--- config.mk ---
export PLATFORM = sky130hd
export DESIGN_NAME = lmq_row
export DESIGN_NICKNAME = d
export VERILOG_FILES = /design/src/hdl/lmq_pkg.sv /design/src/hdl/lmq_cell.sv /design/src/hdl/lmq_row.sv
export SDC_FILE = /design/constraint.sdc
export NUM_CORES = 2
export LEC_CHECK = 0
export BUFFER_PORTS_ARGS = -buffer_cell sky130_fd_sc_hd__buf_4
export CAP_MARGIN = 20
export CORE_ASPECT_RATIO = 0.9
export CORE_UTILIZATION = 32
export DETAILED_ROUTE_END_ITERATION = 10
export GPL_TIMING_DRIVEN = 1
export PLACE_DENSITY = 0.57
export SETUP_SLACK_MARGIN = 0.4
export SLEW_MARGIN = 20
export SYNTH_ARGS = -nofsm -noshare
export SYNTH_HDL_FRONTEND = slang
export SYNTH_SLANG_ARGS = --single-unit
--- constraint.sdc ---
create_clock -name clk_i -period 10.3 [get_ports clk_i]
set_clock_uncertainty 0.15 [all_clocks]
set_input_delay 3.09 -clock clk_i [delete_from_list [all_inputs] [get_ports clk_i]]
set_output_delay 3.09 -clock clk_i [all_outputs]
set_load 0.02 [all_outputs]
--- src/hdl/lmq_pkg.sv ---
// ----------------------------------------------------------------------------
// lmq_pkg
// Shared types and constants for the Lamport mutex queue node.
// ----------------------------------------------------------------------------
package lmq_pkg;

  localparam int unsigned Resources = 8;
  localparam int unsigned Nodes     = 16;
  localparam int unsigned ResW      = 3;
  localparam int unsigned NodeW     = 4;
  localparam int unsigned TsW       = 32;
  localparam int unsigned FillW     = $clog2(Nodes + 1);
  localparam int unsigned SlotW     = $clog2(Nodes);

  localparam logic [2:0] CmdRemReq = 3'd0;
  localparam logic [2:0] CmdRemRel = 3'd1;
  localparam logic [2:0] CmdLocReq = 3'd2;
  localparam logic [2:0] CmdLocRel = 3'd3;
  localparam logic [2:0] CmdQuery  = 3'd4;

  localparam logic [1:0] KindNone  = 2'd0;
  localparam logic [1:0] KindReply = 2'd1;
  localparam logic [1:0] KindBReq  = 2'd2;
  localparam logic [1:0] KindBRel  = 2'd3;

  localparam logic [1:0] ErrOk      = 2'd0;
  localparam logic [1:0] ErrFull    = 2'd1;
  localparam logic [1:0] ErrMissing = 2'd2;

  localparam logic CfgNodeId   = 1'b0;
  localparam logic CfgInitClk  = 1'b1;

  typedef struct packed {
    logic [TsW-1:0]   ts;
    logic [NodeW-1:0] node;
  } entry_t;

  // Operation broadcast along the row of cells.
  typedef struct packed {
    logic             ins;   // shift in entry at insert point
    logic             rem;   // remove matched entry, shift down
    entry_t           ent;
  } cell_op_t;

endpackage

--- src/hdl/lmq_cell.sv ---
// ----------------------------------------------------------------------------
// lmq_cell
// One queue slot of one resource: holds an entry and its valid bit, compares
// against the operand and shifts with its neighbors.
// ----------------------------------------------------------------------------
module lmq_cell (
  input  logic              clk_i,
  input  logic              rst_ni,
  input  logic              clr_i,
  input  lmq_pkg::cell_op_t op_i,
  input  logic              shift_i,     // takes the operand or the neighbor's entry on insert
  input  logic              rm_prev_i,   // this or an earlier cell matched for removal
  input  lmq_pkg::entry_t   prev_ent_i,
  input  logic              prev_vld_i,
  input  lmq_pkg::entry_t   next_ent_i,
  input  logic              next_vld_i,
  output lmq_pkg::entry_t   ent_o,
  output logic              vld_o,
  output logic              before_o,   // stored entry orders strictly before operand
  output logic              dup_o,
  output logic              match_o
);

  lmq_pkg::entry_t ent_q, ent_d;
  logic            vld_q, vld_d;
  logic            at_pt;

  assign before_o = vld_q && ((ent_q.ts < op_i.ent.ts) ||
                    (ent_q.ts == op_i.ent.ts && ent_q.node < op_i.ent.node));
  assign dup_o    = vld_q && ent_q == op_i.ent;
  assign match_o  = vld_q && ent_q.node == op_i.ent.node;
  assign at_pt    = shift_i;

  always_comb begin
    ent_d = ent_q;
    vld_d = vld_q;
    if (clr_i) begin
      vld_d = 1'b0;
    end else if (op_i.ins && at_pt) begin
      // insert point takes the operand; later cells take prev when it is occupied
      ent_d = prev_vld_i ? prev_ent_i : op_i.ent;
      vld_d = 1'b1;
    end else if (op_i.rem && rm_prev_i) begin
      ent_d = next_ent_i;
      vld_d = next_vld_i;
    end
  end

  always_ff @(posedge clk_i or negedge rst_ni) begin
    if (!rst_ni) begin
      vld_q <= 1'b0;
    end else begin
      vld_q <= vld_d;
    end
  end

  always_ff @(posedge clk_i) begin
    ent_q <= ent_d;
  end

  assign ent_o = ent_q;
  assign vld_o = vld_q;

endmodule

--- src/hdl/lmq_row.sv ---
// ----------------------------------------------------------------------------
// lmq_row
// The ordered queue of one resource as a row of cells. Insert and remove shift
// every cell past the operation point.
// ----------------------------------------------------------------------------
module lmq_row (
  input  logic              clk_i,
  input  logic              rst_ni,
  input  logic              sel_i,
  input  lmq_pkg::cell_op_t op_i,
  output logic              full_o,
  output logic              dup_o,
  output logic              found_o,
  output lmq_pkg::entry_t   head_o,
  output logic              head_vld_o
);

  localparam int unsigned N = lmq_pkg::Nodes;

  lmq_pkg::entry_t ent [N];
  logic [N-1:0]    vld, lower, dup, match;
  logic [N-1:0]    shift, rmp;
  lmq_pkg::cell_op_t op;
  logic            do_ins;

  // Cells stay packed at the low end, so lower[] is a prefix of ones.
  always_comb begin
    for (int i = 0; i < N; i++) begin
      shift[i] = !lower[i];
    end
    rmp[0] = match[0];
    for (int i = 1; i < N; i++) begin
      rmp[i] = rmp[i-1] | match[i];
    end
  end

  assign full_o  = vld[N-1];
  assign dup_o   = |dup;
  assign found_o = |match;
  assign do_ins  = op_i.ins && !dup_o && !full_o;

  always_comb begin
    op     = op_i;
    op.ins = sel_i && do_ins;
    op.rem = sel_i && op_i.rem;
  end

  for (genvar i = 0; i < N; i++) begin : g_cell
    lmq_pkg::entry_t pe, ne;
    logic            pv, nv;
    logic            sh;
    if (i == 0) begin : g_first
      assign pe = op_i.ent;
      assign pv = 1'b0;
      assign sh = shift[0];
    end else begin : g_mid
      assign pe = ent[i-1];
      assign pv = shift[i-1] && vld[i-1];
      // an empty neighbor past the insert point leaves this cell alone
      assign sh = shift[i] && !(shift[i-1] && !vld[i-1]);
    end
    if (i == N - 1) begin : g_last
      assign ne = ent[i];
      assign nv = 1'b0;
    end else begin : g_inner
      assign ne = ent[i+1];
      assign nv = vld[i+1];
    end
    lmq_cell u_cell (
      .clk_i      (clk_i),
      .rst_ni     (rst_ni),
      .clr_i      (1'b0),
      .op_i       (op),
      .shift_i    (sh),
      .rm_prev_i  (rmp[i]),
      .prev_ent_i (pe),
      .prev_vld_i (pv),
      .next_ent_i (ne),
      .next_vld_i (nv),
      .ent_o      (ent[i]),
      .vld_o      (vld[i]),
      .before_o   (lower[i]),
      .dup_o      (dup[i]),
      .match_o    (match[i])
    );
  end

  assign head_o     = ent[0];
  assign head_vld_o = vld[0];

endmodule
==> run_results.csv <==
group,metric,value,unit
critical_path,crit_buf_inv,3,
placed_design,gp_congestion,0.9396,
cells_and_area,fillers,13330,
clocking,clk_pin_slew,60,ps
floorplanning,fp.coreArea,135800,um^2
synth,synth_nets,4277,
placed_design,pre_cts_ws,748.1,ps
sta,fin_setup_tns,0,ps
sta,setup_viol,0,
critical_path,reg2reg_slack,5060,ps
synth,synthesis.area,43990,um^2
clocking,insertion_delay,640,ps
grt,grt_max_degree,74,
synth,avgSynthCellArea,12.02,um^2
drt,post_drt_wl_per_cell,25.74,um
grt,grt_usage,20.62,%
clocking,cts_tree,"done",
critical_path,cp-start-kind,"input pin",
sta,hold_viol,0,
placed_design,io_buffers,80,
sta,period_share,93.19,%
worst_hold_path,hold_class,"reg2reg",
critical_path,end_kind,"output port",
drt,dr.pass1.iters,7,
clocking,clock_tree.root_cell,"clkbuf_16",
synth,seq_area_frac_synth,40.23,%
synth,synth_seq_cells,592,
synth,synth_edf_count,576,
grt,antenna_found_initial,7,
placed_design,hpwl,110.4,mm
power_and_ir_drop,combPwrFrac,37.5,%
clocking,cts-resized-gates,0,
cells_and_area,stdcell_area,49510,um^2
sta,final_max_slew_viol_count,0,
critical_path,cp.required,7060,ps
power_and_ir_drop,seqPwrFrac,37.7,%
grt,grt_pass1_wl,215.9,mm
cells_and_area,final_util,36.45,%
cells_and_area,drive_gt1_share,32.24,%
synth,synth_top_flop_cell,"edfxtp_1",
clocking,clock-sinks,592,
run_status,outcome,"finished clean",
clocking,clockBufferDepth,3,
clocking,numCtsBuffers,72,
grt,grt_overflow,0,
drt,totalWireLength,145.3,mm
grt,grt_pass1_vias,31870,
run,maxCapViolCount,0,
sta,fin_crit,9599,ps
synth,synth_top_area_cell,"edfxtp_1",
power_and_ir_drop,sw_frac_of_total,35.65,%
critical_path,worstPathArrival,6360,ps
power_and_ir_drop,cell_internal_pwr,6577,uW
drt,drt-initial-drc-count,2856,
floorplanning,num_rows,128,
synth,async_flop_share,2.703,%
clocking,cts_hold_buf,0,
synth,synth_top_area_share,39.32,%
sta,maxSlewHeadroom,22.65,%
critical_path,slowest_delay,700,ps
drt,drc_errors,0,
cells_and_area,nNetsFinal,4386,
placed_design,dpl_cell_area,47240,um^2
cells_and_area,area_delta_synth_final,12.53,%
critical_path,cp_cell_sequence,"buf_4 -> inv_1 -> ha_1 -> nand4_1 -> or4_1 -> or4b_4 -> o221ai_1 -> nor3_1 -> o211ai_1 -> buf_4",
synth,synthCells,3660,
drt,vias_per_cell,5.630,
floorplanning,die_w,392.8,um
floorplanning,die_h,353.8,um
power_and_ir_drop,ir_drop,0.0001434,V
power_and_ir_drop,netSwitchingPower,3644,uW
sta,fin_ws,700.9,ps
power_and_ir_drop,power.total,10220,uW
clocking,cts_setup_buffers,0,
critical_path,crit_top_cell,"buf_4",
drt,num_vias,31790,
sta,rsz0062_at_grt,"false",
power_and_ir_drop,p_per_area,206.4,nW/um^2
sta,worstMarginPinSlew,1150,ps
floorplanning,initial_core_util,32.39,%
sta,fmax,104.2,MHz
critical_path,slowest_stage,"or4_1",
floorplanning,ios,81,
power_and_ir_drop,power_frac_clock,24.7,%
synth,synth_area_leaders,"edfxtp_1, mux2_2, ha_1",
clocking,htree_levels,3,
synth,yosys_warnings,0,
floorplanning,die-area,139000,um^2
drt,ant_nets,0,
power_and_ir_drop,leakage,0.01898,uW
synth,ys_types,69,
critical_path,cp_top_family,"simple AND/OR/NAND/NOR gates",
critical_path,path_max_fanout,15,
critical_path,crit_type,"in2out",
path summary, 6_finish.rpt:
check	end	cells after the start	from
max reg2reg	g_cell[7].u_cell.ent_o[29]	11	g_cell[12].u_cell.ent_o[29]
min	g_cell[9].u_cell.vld_o	2	g_cell[9].u_cell.vld_o
max	dup_o	10	op_i[33]
max in group asynchronous	g_cell[0].u_cell.vld_o	1	rst_ni
min reg2reg	g_cell[9].u_cell.vld_o	2	g_cell[9].u_cell.vld_o
min in group asynchronous	g_cell[15].u_cell.vld_o	1	rst_ni
cell usage after synthesis, types with 7 or more instances:
cell type,n
nor2_1,67
mux2_4,20
nand2b_1,19
nor2b_1,32
nor3_1,21
nor4_1,24
o21a_1,19
ha_1,576
clkbuf_1,100
a31oi_1,7
nand4_1,145
mux2i_1,54
buf_4,18
inv_1,91
o211ai_1,36
a21oi_1,287
o21ai_0,168
a211o_1,11
dfrtp_1,16
a211oi_1,36
and3_1,18
nand3_1,65
a21boi_0,16
buf_2,35
a2111oi_0,11
nand2_1,159
buf_6,12
buf_1,10
mux2_2,868
and4_1,9
a21o_1,38
edfxtp_1,576
flip-flops by register name, indices dropped and copies added, names as in the netlist:
| name | cells |
|---|---|
| g_cell.u_cell.ent_o | 576 |
| g_cell.u_cell.vld_o | 16 |
worst min-delay path, stage by stage, from the launching register on:
cell and delay (ps):
dfrtp_1 390, mux2i_1 90, nand2_1 60
per-stage QoR:
step	hold WS [ps]	instances
6_report	422.4	5646
5_1_grt	455.9	5646
4_1_cts	420.9	5640
3_5_place_dp	406.6	5514
3_3_place_gp	410.6	5514
2_1_floorplan	354.8	3660
power groups by stage:
stage / clock (uW) / combinational [uW] / sequential (uW)
5_1_grt: 2660 / 4160 / 3910
2_1_floorplan: 0 / 2690 / 3690
3_5_place_dp: 0 / 3810 / 3890
3_3_place_gp: 0 / 3750 / 3890
6_report: 2530 / 3840 / 3860
4_1_cts: 2580 / 3830 / 3840
placed cells by master, fill, tap and decap left out, types with 38 or more instances in the layout:
cell and count:
nand2_1 156, nand3_1 61, ha_1 576, mux2i_1 54
edfxtp_1 576, inv_1 91, nand4_1 145, o21ai_0 163
mux2_2 868, buf_4 203, a21o_1 38, a21oi_1 285
nor2_1 67, clkbuf_16 75
cell families (layout without fill, tap and decap cells):
| logic type | count (synthesis) | count (layout) | share of synthesized area (%) |
|---|---|---|---|
| buffers and inverters | 266 | 427 | 2.728 |
| other | 0 | 5 | 0 |
| adder cells (fa/ha/maj) | 576 | 576 | 16.38 |
| AND/OR/NAND/NOR | 598 | 598 | 7.190 |
| multiplexers | 942 | 942 | 24.13 |
| AO/OA/AOI/OAI | 686 | 686 | 9.343 |
| flip-flops | 592 | 592 | 40.23 |
routing by layer:
| layer | track usage (%) | part of all wire, % | up-vias |
|---|---|---|---|
| met5 | 0 | 0.019 | - |
| met4 | 7.518 | 3.6 | 4 |
| met3 | 2.504 | 5.5 | 210 |
| met2 | 33.25 | 46 | 1049 |
| met1 | 28.21 | 45 | 15910 |
| li1 | - | - | 14620 |
final cells by class:
| class | count | area [um^2] | share of cell area (%) |
|---|---|---|---|
| multi-input combinational | 2802 | 25280 | 51.06 |
| sequential | 592 | 17700 | 35.75 |
| tap | 1820 | 2277 | 4.600 |
| clock buffer | 96 | 1956 | 3.950 |
| timing repair buffer | 210 | 1672 | 3.377 |
| inverter | 91 | 341.6 | 0.6900 |
| clock inverter | 30 | 275.3 | 0.5560 |
| antenna | 5 | 12.51 | 0.02527 |
Note: power is estimated with default switching activity, not from simulation.
